[src/sv/cpwmdt_pkg.sv]
// Shared types, register codes and the duty scaling table for the
// complementary PWM dead-time unit. No dependencies.
package cpwmdt_pkg;

   localparam int unsigned COMPARE_W = 16;
   localparam int unsigned DT_W      = 10;
   localparam int unsigned RECIP_W   = 24;
   localparam int unsigned RECIP_SH  = 23;
   localparam int unsigned DUTY_MAX  = 100;

   localparam logic [15:0] PERIOD_TOP_RST   = 16'd170;
   localparam logic [15:0] COUNTER_START_RST = 16'd0;
   localparam logic [1:0]  DT_PRESCALE_RST  = 2'd2;
   localparam logic [5:0]  DT_COUNT_RST     = 6'd3;
   localparam logic        DT_ENABLE_RST    = 1'b1;
   localparam logic        COMP_ENABLE_RST  = 1'b1;

   localparam logic [2:0] CSR_PERIOD_TOP    = 3'd0;
   localparam logic [2:0] CSR_COUNTER_START = 3'd1;
   localparam logic [2:0] CSR_DT_PRESCALE   = 3'd2;
   localparam logic [2:0] CSR_DT_COUNT      = 3'd3;
   localparam logic [2:0] CSR_DT_ENABLE     = 3'd4;
   localparam logic [2:0] CSR_COMP_ENABLE   = 3'd5;

   localparam logic FUNC_TICK = 1'b0;
   localparam logic FUNC_DUTY = 1'b1;

   localparam logic [1:0] PRESCALE_DIV4  = 2'd2;
   localparam logic [1:0] PRESCALE_DIV16 = 2'd3;

   typedef struct packed {
      logic [15:0] period_top;
      logic [15:0] counter_start;
      logic [1:0]  deadtime_prescale;
      logic [5:0]  deadtime_count;
      logic        deadtime_enable;
      logic        complementary_enable;
   } cfg_type;

   typedef struct packed {
      logic        chan_high_out;
      logic        chan_low_out;
      logic [15:0] count_value;
      logic        reload_done;
   } result_type;

   typedef logic [RECIP_W-1:0] recip_tab_type [0:DUTY_MAX];

   // ceil(p * 2^23 / 100): top * entry >> 23 equals floor(p * top / 100)
   // exactly for any 16-bit top.
   function automatic recip_tab_type build_recip();
      recip_tab_type   tab;
      longint unsigned v;
      for (int i = 0; i <= DUTY_MAX; i++) begin
         v      = ((longint'(i) << RECIP_SH) + longint'(DUTY_MAX - 1)) / DUTY_MAX;
         tab[i] = RECIP_W'(v);
      end
      return tab;
   endfunction

   localparam recip_tab_type RECIP_TABLE = build_recip();

endpackage

[src/sv/complementary_pwm_deadtime_unit.sv]
// Complementary edge-aligned PWM timer with dead-time insertion, top level.
// Path: a request accepted into the input register moves on into the result
// register, which drives rsp_, once that register is empty or being taken.
// Throughput: one request per cycle; the input and result registers decouple
// the channels, so req_ready only drops when both hold requests and rsp stalls.
// Reset (synchronous): counter at start value, compares and hold cleared,
// configuration registers at their default values.
module complementary_pwm_deadtime_unit #(
   parameter int unsigned COUNTER_WIDTH = 16
) (
   input  logic        clock,
   input  logic        reset,
   input  logic        req_valid,
   output logic        req_ready,
   input  logic        req_func,
   input  logic [6:0]  req_duty_percent,
   output logic        rsp_valid,
   input  logic        rsp_ready,
   output logic        rsp_chan_high_out,
   output logic        rsp_chan_low_out,
   output logic [15:0] rsp_count_value,
   output logic        rsp_reload_done,
   input  logic        csr_write_enable,
   input  logic [2:0]  csr_index,
   input  logic [15:0] csr_write_data
);
   import cpwmdt_pkg::*;

   cfg_type    cfg_ff, cfg_in;
   logic       req_valid_ff, req_valid_in;
   logic       req_func_ff;
   logic [6:0] req_duty_ff;
   logic       rsp_valid_ff, rsp_valid_in;
   result_type rsp_data_ff;
   result_type core_res;
   logic       advance, req_take;

   always_comb begin
      cfg_in = cfg_ff;
      if (csr_write_enable) begin
         unique case (csr_index)
            CSR_PERIOD_TOP:    cfg_in.period_top           = csr_write_data;
            CSR_COUNTER_START: cfg_in.counter_start        = csr_write_data;
            CSR_DT_PRESCALE:   cfg_in.deadtime_prescale    = csr_write_data[1:0];
            CSR_DT_COUNT:      cfg_in.deadtime_count       = csr_write_data[5:0];
            CSR_DT_ENABLE:     cfg_in.deadtime_enable      = csr_write_data[0];
            CSR_COMP_ENABLE:   cfg_in.complementary_enable = csr_write_data[0];
            default:           cfg_in = cfg_ff;
         endcase
      end
   end

   always_comb begin
      advance   = req_valid_ff && (!rsp_valid_ff || rsp_ready);
      req_ready = !req_valid_ff || advance;
      req_take  = req_valid && req_ready;

      if (req_take) begin
         req_valid_in = 1'b1;
      end else if (advance) begin
         req_valid_in = 1'b0;
      end else begin
         req_valid_in = req_valid_ff;
      end

      if (advance) begin
         rsp_valid_in = 1'b1;
      end else if (rsp_ready) begin
         rsp_valid_in = 1'b0;
      end else begin
         rsp_valid_in = rsp_valid_ff;
      end
   end

   cpwmdt_core #(
      .COUNTER_WIDTH (COUNTER_WIDTH)
   ) u_core (
      .clock        (clock),
      .reset        (reset),
      .step         (advance),
      .func         (req_func_ff),
      .duty_percent (req_duty_ff),
      .cfg          (cfg_ff),
      .res          (core_res)
   );

   always_ff @(posedge clock) begin
      if (reset) begin
         cfg_ff.period_top           <= PERIOD_TOP_RST;
         cfg_ff.counter_start        <= COUNTER_START_RST;
         cfg_ff.deadtime_prescale    <= DT_PRESCALE_RST;
         cfg_ff.deadtime_count       <= DT_COUNT_RST;
         cfg_ff.deadtime_enable      <= DT_ENABLE_RST;
         cfg_ff.complementary_enable <= COMP_ENABLE_RST;
         req_valid_ff                <= 1'b0;
         rsp_valid_ff                <= 1'b0;
      end else begin
         cfg_ff       <= cfg_in;
         req_valid_ff <= req_valid_in;
         rsp_valid_ff <= rsp_valid_in;
      end
   end

   always_ff @(posedge clock) begin
      if (req_take) begin
         req_func_ff <= req_func;
         req_duty_ff <= req_duty_percent;
      end
      if (advance) begin
         rsp_data_ff <= core_res;
      end
   end

   assign rsp_valid         = rsp_valid_ff;
   assign rsp_chan_high_out = rsp_data_ff.chan_high_out;
   assign rsp_chan_low_out  = rsp_data_ff.chan_low_out;
   assign rsp_count_value   = rsp_data_ff.count_value;
   assign rsp_reload_done   = rsp_data_ff.reload_done;

endmodule

[src/sv/cpwmdt_duty_scale.sv]
// Duty request scaling: compare = min(percent,100) * top / 100.
// Uses the reciprocal table from cpwmdt_pkg; one 16x24 multiply.
module cpwmdt_duty_scale (
   input  logic [6:0]  duty_percent,
   input  logic [15:0] period_top,
   output logic [15:0] duty_compare
);
   import cpwmdt_pkg::*;

   logic [6:0]                pct_clip;
   logic [RECIP_W-1:0]        recip;
   logic [RECIP_W+15:0]       product;

   always_comb begin
      pct_clip     = (duty_percent > 7'(DUTY_MAX)) ? 7'(DUTY_MAX) : duty_percent;
      recip        = RECIP_TABLE[pct_clip];
      product      = (RECIP_W+16)'(period_top) * (RECIP_W+16)'(recip);
      duty_compare = product[RECIP_SH+15:RECIP_SH];
   end

endmodule

[src/sv/cpwmdt_core.sv]
// Timer state: period counter, compare buffering, dead-time hold, channel levels.
// Depends on cpwmdt_pkg and cpwmdt_duty_scale.
module cpwmdt_core #(
   parameter int unsigned COUNTER_WIDTH = 16
) (
   input  logic                   clock,
   input  logic                   reset,
   input  logic                   step,
   input  logic                   func,
   input  logic [6:0]             duty_percent,
   input  cpwmdt_pkg::cfg_type    cfg,
   output cpwmdt_pkg::result_type res
);
   import cpwmdt_pkg::*;

   localparam int unsigned CW    = COUNTER_WIDTH;
   localparam int unsigned CMP_W = (CW > COMPARE_W) ? CW : COMPARE_W;

   logic [CW-1:0]        counter_ff, counter_in;
   logic [COMPARE_W-1:0] active_ff, active_in;
   logic [COMPARE_W-1:0] pending_ff, pending_in;
   logic                 pending_valid_ff, pending_valid_in;
   logic [DT_W-1:0]      remaining_ff, remaining_in;
   logic                 raw_prev_ff, raw_prev_in;

   logic [COMPARE_W-1:0] duty_compare;
   logic [CW-1:0]        top_cw, start_cw, counter_next;
   logic                 at_top, reload, raw;
   logic [COMPARE_W-1:0] active_next;
   logic [DT_W-1:0]      hold_len, remaining_next;
   logic                 held;

   cpwmdt_duty_scale u_duty_scale (
      .duty_percent (duty_percent),
      .period_top   (cfg.period_top),
      .duty_compare (duty_compare)
   );

   always_comb begin
      unique case (cfg.deadtime_prescale)
         PRESCALE_DIV4:  hold_len = DT_W'({cfg.deadtime_count, 2'b00});
         PRESCALE_DIV16: hold_len = DT_W'({cfg.deadtime_count, 4'b0000});
         default:        hold_len = DT_W'(cfg.deadtime_count);
      endcase

      top_cw       = CW'(cfg.period_top);
      start_cw     = CW'(cfg.counter_start);
      at_top       = (counter_ff == top_cw);
      counter_next = at_top ? start_cw : counter_ff + CW'(1);
      reload       = at_top && pending_valid_ff;
      active_next  = reload ? pending_ff : active_ff;
      raw          = CMP_W'(counter_next) < CMP_W'(active_next);

      if (!cfg.deadtime_enable) begin
         remaining_next = '0;
      end else if (raw != raw_prev_ff) begin
         remaining_next = hold_len;
      end else if (remaining_ff != '0) begin
         remaining_next = remaining_ff - DT_W'(1);
      end else begin
         remaining_next = remaining_ff;
      end

      counter_in       = counter_ff;
      active_in        = active_ff;
      pending_in       = pending_ff;
      pending_valid_in = pending_valid_ff;
      remaining_in     = remaining_ff;
      raw_prev_in      = raw_prev_ff;
      if (step) begin
         unique case (func)
            FUNC_DUTY: begin
               pending_in       = duty_compare;
               pending_valid_in = 1'b1;
            end
            default: begin
               counter_in       = counter_next;
               active_in        = active_next;
               pending_valid_in = pending_valid_ff && !at_top;
               remaining_in     = remaining_next;
               raw_prev_in      = raw;
            end
         endcase
      end

      // result reflects the state after this request
      held              = cfg.deadtime_enable && (remaining_in != '0);
      res.chan_high_out = !held && raw_prev_in;
      res.chan_low_out  = !held && (cfg.complementary_enable ? !raw_prev_in : raw_prev_in);
      res.count_value   = 16'(counter_in);
      res.reload_done   = (func == FUNC_TICK) && reload;
   end

   always_ff @(posedge clock) begin
      if (reset) begin
         counter_ff       <= CW'(COUNTER_START_RST);
         active_ff        <= '0;
         pending_ff       <= '0;
         pending_valid_ff <= 1'b0;
         remaining_ff     <= '0;
         raw_prev_ff      <= 1'b0;
      end else begin
         counter_ff       <= counter_in;
         active_ff        <= active_in;
         pending_ff       <= pending_in;
         pending_valid_ff <= pending_valid_in;
         remaining_ff     <= remaining_in;
         raw_prev_ff      <= raw_prev_in;
      end
   end

   a_reload_clears_pending: assert property (@(posedge clock) disable iff (reset)
      (step && res.reload_done) |=> !pending_valid_ff)
      else $error("pending compare still valid after reload");

   a_never_both_high: assert property (@(posedge clock) disable iff (reset)
      cfg.complementary_enable |-> !(res.chan_high_out && res.chan_low_out))
      else $error("both channels high in complementary mode");

   a_counter_holds: assert property (@(posedge clock) disable iff (reset)
      !step |=> $stable(counter_ff) && $stable(remaining_ff))
      else $error("timer state moved without a request");

   a_hold_bound: assert property (@(posedge clock) disable iff (reset)
      remaining_ff <= DT_W'(1008))
      else $error("dead-time hold beyond maximum length");

   a_dt_off_clears: assert property (@(posedge clock) disable iff (reset)
      (step && func == FUNC_TICK && !cfg.deadtime_enable) |=> remaining_ff == '0)
      else $error("hold not cleared with dead time disabled");

endmodule

[config.mk]
export PLATFORM = sky130hd
export DESIGN_NAME = complementary_pwm_deadtime_unit
export DESIGN_NICKNAME = d
export VERILOG_FILES = /design/src/sv/cpwmdt_pkg.sv /design/src/sv/complementary_pwm_deadtime_unit.sv /design/src/sv/cpwmdt_duty_scale.sv /design/src/sv/cpwmdt_core.sv
export SDC_FILE = /design/constraint.sdc
export NUM_CORES = 1
export LEC_CHECK = 0
export BUFFER_PORTS_ARGS = -buffer_cell sky130_fd_sc_hd__buf_2
export CAP_MARGIN = 20
export CORE_AREA = 2 2 235 237
export DETAILED_ROUTE_END_ITERATION = 12
export DIE_AREA = 0 0 237 239
export GPL_TIMING_DRIVEN = 0
export PLACE_DENSITY_LB_ADDON = 0.1
export SLEW_MARGIN = 15
export SYNTH_ARGS = -nofsm -noshare
export SYNTH_HDL_FRONTEND = slang
export SYNTH_SLANG_ARGS = --single-unit
[constraint.sdc]
create_clock -name clock -period 8.2 [get_ports clock]
set_input_delay 0.41 -clock clock [delete_from_list [all_inputs] [get_ports clock]]
set_output_delay 0.41 -clock clock [all_outputs]
set_load 0.005 [all_outputs]
======== After elaboration in Yosys (flattened, before gate mapping) ========
Memories as Yosys holds them, arrays and structs flattened.
Cells that the tools add are included.
Widths: inputs -> output; s select.
word-level totals
  bits in registers ....................... 131
  ROM bits ................................ 3072
  memories kept ........................... 1
memories
  memory            words  width  rd ports  clocked after Yosys merged registers in  write ports  RTL line                 source
  (name not given)  128    24     1         0                                        0            cpwmdt_duty_scale.sv:16  recip = RECIP_TABLE[pct_clip];
cells by class
  $add $sub $neg .......................... 2
  multiply operators ...................... 1
  order comparisons ....................... 3
  equal/unequal tests ..................... 9
  multiplexer cells ....................... 21
  bitwise gates (word level) .............. 2
  reductions and logical operators ........ 28
operators by type and width
  operator               count
  $mux 16                4
  $mux 10                5
  $mux 24                2
  $mul 16x24->39         1
  $pmux 10 s2            1
  $reduce_bool 10->1     2
  $add 16x1->16 const B  1
  $eq 16x16->1           1
  $lt 16x16->1           1
  $reduce_and 2->1       8
  $sub 10x1->10 const B  1
  $ge 8x8->1 const B     1
  $logic_and 1x1->1      8
  $mux 1                 8
  $not 7->8              1
  $gt 7x7->1 const B     1
  $mux 7                 1
  $eq 3x2->1 const B     2
  $eq 3x3->1 const B     2
  $logic_not 1->1        5
  $eq 2x2->1 const B     2
  $reduce_bool 2->1      2
  $eq 3x1->1 const B     1
  $logic_not 3->1        1
  3 further kinds        4

======== Longest topological paths before layout ========
  depth after elaboration ................. 13
  depth in mapped cells ................... 40
  mapped depth without buffers ............ 37

======== Cells and area by module ========
A second synthesis with hierarchy kept.
second synthesis, totals
  cell total of the unflattened synthesis .. 2527
  area, all modules ....................... 21075.2 um^2
modules (own cells, without submodules)
  module                           times used  cells each  area an instance (um^2)  sequential area each (um^2)
  cpwmdt_duty_scale                1           1834        14559.0                  0.0
  cpwmdt_core                      1           490         3877.5                   1201.2
  complementary_pwm_deadtime_unit  1           203         2638.8                   1691.6

======== Least setup slack after synthesis ========
No wires, ideal clock.
  path kind ............................... register to register
  start ................................... register req_duty_ff[3]
  end ..................................... register u_core.pending_ff[15]
  library setup time ...................... 116 ps
  data arrival time ....................... 8747 ps
  path slack .............................. -663 ps
  stages on the path, launching flop included .. 37
  buffers on the path ..................... 4
  period minus slack after synthesis ...... 8863 ps
  cells stage by stage .................... edfxtp_1 > buf_4 > buf_2 > or2_2 > o21ai_0 > nand2_1 > inv_1 > ha_1 > clkbuf_1 > maj3_1 > o21ai_0 > o221a_2 > nor3_1 > buf_2 > nand2_1 > fa_1 > inv_1 > fa_1 > inv_1 > fa_1 > inv_1 > fa_1 > fa_1 > inv_1 > fa_1 > inv_1 > ha_1 > nand3_1 > nor3_1 > and2_1 > nand2_1 > or3_1 > a221o_1 > a31oi_2 > o221ai_1 > mux2i_1 > a31o_1
between the ends
  cells in the longest elaborated chain, start to end .. 7
RTL lines
  what                                          RTL line                                source
  from (decl)                                   complementary_pwm_deadtime_unit.sv:32   logic [6:0] req_duty_ff;
  from (signal assigned)                        complementary_pwm_deadtime_unit.sv:107  req_duty_ff <= req_duty_percent;
  $gt 7x7->1                                    cpwmdt_duty_scale.sv:15                 pct_clip = (duty_percent > 7'(DUTY_MAX)) ? 7'(DUTY_MAX) : duty_percent;
  $mux 7 *                                      cpwmdt_duty_scale.sv:15
  $not 7->8 (implied by the code) *             cpwmdt_duty_scale.sv:16
  $mem_v2 128x24 *                              n/a
  $mux 24 (implied by the code) * (2 in a row)  cpwmdt_duty_scale.sv:16
  $mul 16x24->39 *                              cpwmdt_duty_scale.sv:17                 product = (RECIP_W+16)'(period_top) * (RECIP_W+16)'(recip);
  to (signal assigned)                          cpwmdt_core.sv:105                      pending_ff <= pending_in;
  to (decl)                                     cpwmdt_core.sv:21                       logic [COMPARE_W-1:0] pending_ff, pending_in;
Mark *: on every way between the ends. The rest lies on a longest branch, timed or not. The select of a mux whose other input is x is not followed.
A chain may end at the register's enable or synchronous reset.

======== Final worst setup path ========
  start ................................... register req_duty_ff[3]
  end ..................................... register u_core.pending_ff[2]
Same word-level chain as after synthesis.

==> flow_metrics.py <==
metrics = {
    "clocking": {
        "cts_root_buffer": "clkbuf_16",
        "h-tree-depth": 4,
        "postCtsHoldBufs": 0,
        "cts-buffers-inserted": 17,
        "cts_buffer_depth": 2,
        "clkTransAtPathRegs_ns": 0.06,
        "clock-sinks": 131,
        "cts_tree": "yes",
        "clk_latency_ns": 0.43,
    },
    "timing": {
        "fin_crit_ns": 8.69,
        "fin_worst_skew_ns": 0.00858,
        "rsz0062_at_grt": "true",
        "slew_headroom_pct": 38.2,
        "setup_violations": 16,
        "finalCritPeriodShare_pct": 106,
        "fin_ws_ns": -0.491,
        "holdWs_ns": 0.152,
        "fin_setup_tns_ns": -6.63,
        "tightest_slew_ns": 0.927,
        "timing_max_transition_violations_final": 0,
        "clock.fmax_ghz": 0.115,
        "hold_viol": 0,
    },
    "drt": {
        "routed_via_density": 5.47,
        "route.detailed.drc": 0,
        "vias": 18900,
        "ant_nets": 0,
        "wirelength_um": 75500,
        "routedWlPerCell_um": 21.9,
        "drtPass1Iterations": 6,
        "drt_iter0_markers": 1632,
    },
    "place": {
        "gp_congestion": 0.956,
        "port_buffers": 49,
        "post-dp-hpwl_um": 58900,
    },
    "logic_synthesis": {
        "netlist_instances": 2564,
        "synth_fp_nets": 3037,
        "async_flop_share_pct": 0,
        "yosys.area.top_type": "fa_1",
        "yosysUniqueCellTypes": 96,
        "post-synth-top-area-fraction_pct": 29.1,
        "synth-edff-count": 27,
        "yosys_warnings": 0,
        "ys.flop_type": "dfxtp_1",
        "yosysSeqAreaShare_pct": 13.8,
        "netlist_area_um2": 20900,
        "synth.ff_latch_count": 131,
        "syn_area_per_cell_um2": 8.17,
        "ys_top_cells_by_area": "fa_1, dfxtp_1, nand2_1",
    },
    "global_routing": {
        "grt_pass1_vias": 19400,
        "grt_pass1_wl_um": 115000,
        "grt_max_degree": 17,
        "overflow": 0,
        "grt_usage_pct": 26.9,
        "antenna_found_initial": 0,
    },
    "layout": {
        "synthToLayoutAreaGrowth_pct": 19.0,
        "fillers": 5480,
        "final_common_cell": "nand2_1",
        "drive_gt1_share_pct": 16.7,
        "finish.utilization_pct": 45.9,
        "multi_input_area_um2": 17000,
        "regArea_um2": 2890,
        "nets": 3207,
        "layout_common_cells": "nand2_1, inv_1, fa_1",
    },
    "critical_path": {
        "path_max_fanout": 6,
        "slowest_delay_ns": 0.62,
        "start_kind": "flip-flop",
        "crit_required_ns": 8.51,
        "critical_path_arrival_ns": 9.00,
        "crit_type": "flip-flop to flip-flop",
        "slowest_stage": "fa_2",
        "end_kind": "flip-flop",
    },
    "run": {
        "maxCapViolCount": 0,
    },
    "power_and_ir_drop": {
        "leakagePower_nw": 11.3,
        "p_clk_share_pct": 11.6,
        "pwr-share-seq_pct": 10.7,
        "swShare_pct": 49.5,
        "powerDensity_nw_per_um2": 269,
        "p_int_mw": 3.38,
        "peakVddDrop_uv": 411,
        "p_switching_mw": 3.32,
        "combinationalPowerShare_pct": 77.7,
    },
    "floorplanning": {
        "core_um2": 54300,
        "dieArea_um2": 56600,
        "die_w_um": 237,
        "core.rowCount": 86,
        "start_util_pct": 38.5,
        "ios": 53,
        "chipHeight_um": 239,
    },
    "status": {
        "status": "finished with violations",
        "violations": "negative setup slack",
    },
    "worst_hold_path": {
        "hold_class": "primary input to flip-flop",
    },
}
## synth_stat cells (all sizes together) (16+ instances only)
library cell,n
buf,40
inv,390
edfxtp,27
xnor2,37
ha,137
and3,17
dfxtp,104
nand2,474
mux2i,42
a211oi,33
clkbuf,126
nor2,119
nor3,28
a21o,23
a21oi,136
nand3,46
nor2b,16
o21ai,76
and2,146
fa,304
## worst max-delay path: cells and delay by family (launching register included)
| family | cells | cell delay (ns) |
|---|---|---|
| AO/OA/AOI/OAI | 8 | 1.45 |
| buffers and inverters | 9 | 1.05 |
| flip-flops | 1 | 0.39 |
| AND/OR/NAND/NOR | 10 | 1.46 |
| adder cells (fa/ha/maj) | 8 | 3.64 |
| multiplexers | 1 | 0.58 |
## sequential cells by signal, indices dropped and copies added (netlist names), 7 cells and up
register             cells
cfg_ff                  42
rsp_count_value         16
u_core.active_ff        16
u_core.counter_ff       16
u_core.pending_ff       16
u_core.remaining_ff     10
req_duty_ff              7
## area by class of cell
cell class,instances,share of cell area [%]
Inverter,390,5.92
Antenna cell,1,0.0100
Timing Repair Buffer,159,4.87
Clock inverter,14,0.648
Tap cell,704,3.53
Multi-Input combinational cell,1877,68.0
Clock buffer,18,1.76
Sequential cell,131,11.6
Buffer,158,3.62
## through the flow
step / power (mW) / instance area, um2 / cells / setup WS, ns
final: 6.70 / 24900 / 3452 / -0.491
after global routing: 7.29 / 24900 / 3451 / -0.728
after CTS: 6.33 / 24400 / 3424 / -0.530
after detailed placement: 4.60 / 22300 / 3318 / -2.24
after global placement: 4.56 / 22300 / 3317 / -2.23
after floorplan: 3.41 / 21100 / 2564 / 0.00482
## power by group through the flow
stage / combinational (mW) / clock (mW) / sequential, mW
3_3_place_gp: 3.83 / 0 / 0.730
3_5_place_dp: 3.88 / 0 / 0.729
4_1_cts: 4.82 / 0.794 / 0.717
6_report: 5.21 / 0.780 / 0.718
2_1_floorplan: 2.69 / 0 / 0.719
5_1_grt: 5.75 / 0.818 / 0.720
## routing by layer
metal | wire length (um) | part of all wire (%) | GRT usage [%] | vias up
met3 | 4070 | 5.4 | 2.49 | 157
met4 | 3050 | 4.0 | 10.1 | 0
met5 | 0 | 0 | 0 | -
met1 | 32000 | 42 | 34.8 | 9479
met2 | 36400 | 48 | 46.5 | 674
li1 | - | - | - | 8584
## worst paths after layout
path	to	cells after the start	start	slack, ns
setup / recovery	u_core.pending_ff[2]	36	req_duty_ff[3]	-0.49
hold / removal	req_duty_ff[1]	1	req_duty_percent[1]	0.15
setup reg to reg	u_core.pending_ff[2]	36	req_duty_ff[3]	-0.49
hold reg to reg	u_core.pending_ff[5]	2	u_core.pending_ff[5]	0.46
## cells by family (layout without fill, tap and decap cells)
logic type,count (synthesis),count (layout),share of synthesized area (%)
compound gates,406,406,12.9
xor+xnor,51,51,2.17
fa+ha+maj,443,443,37.3
buf+inv,556,739,10.2
flops,131,131,13.8
mux,61,61,3.37
other cells,0,1,0
simple gates,916,916,20.2
## repair_timing
action,CTS,global route
setup buffers,81,29
pin swaps,102,64
resized for setup,216,97
gates cloned,1,2
endpoints found under the setup margin,16,16
Note: power is estimated with default switching activity, not from simulation.
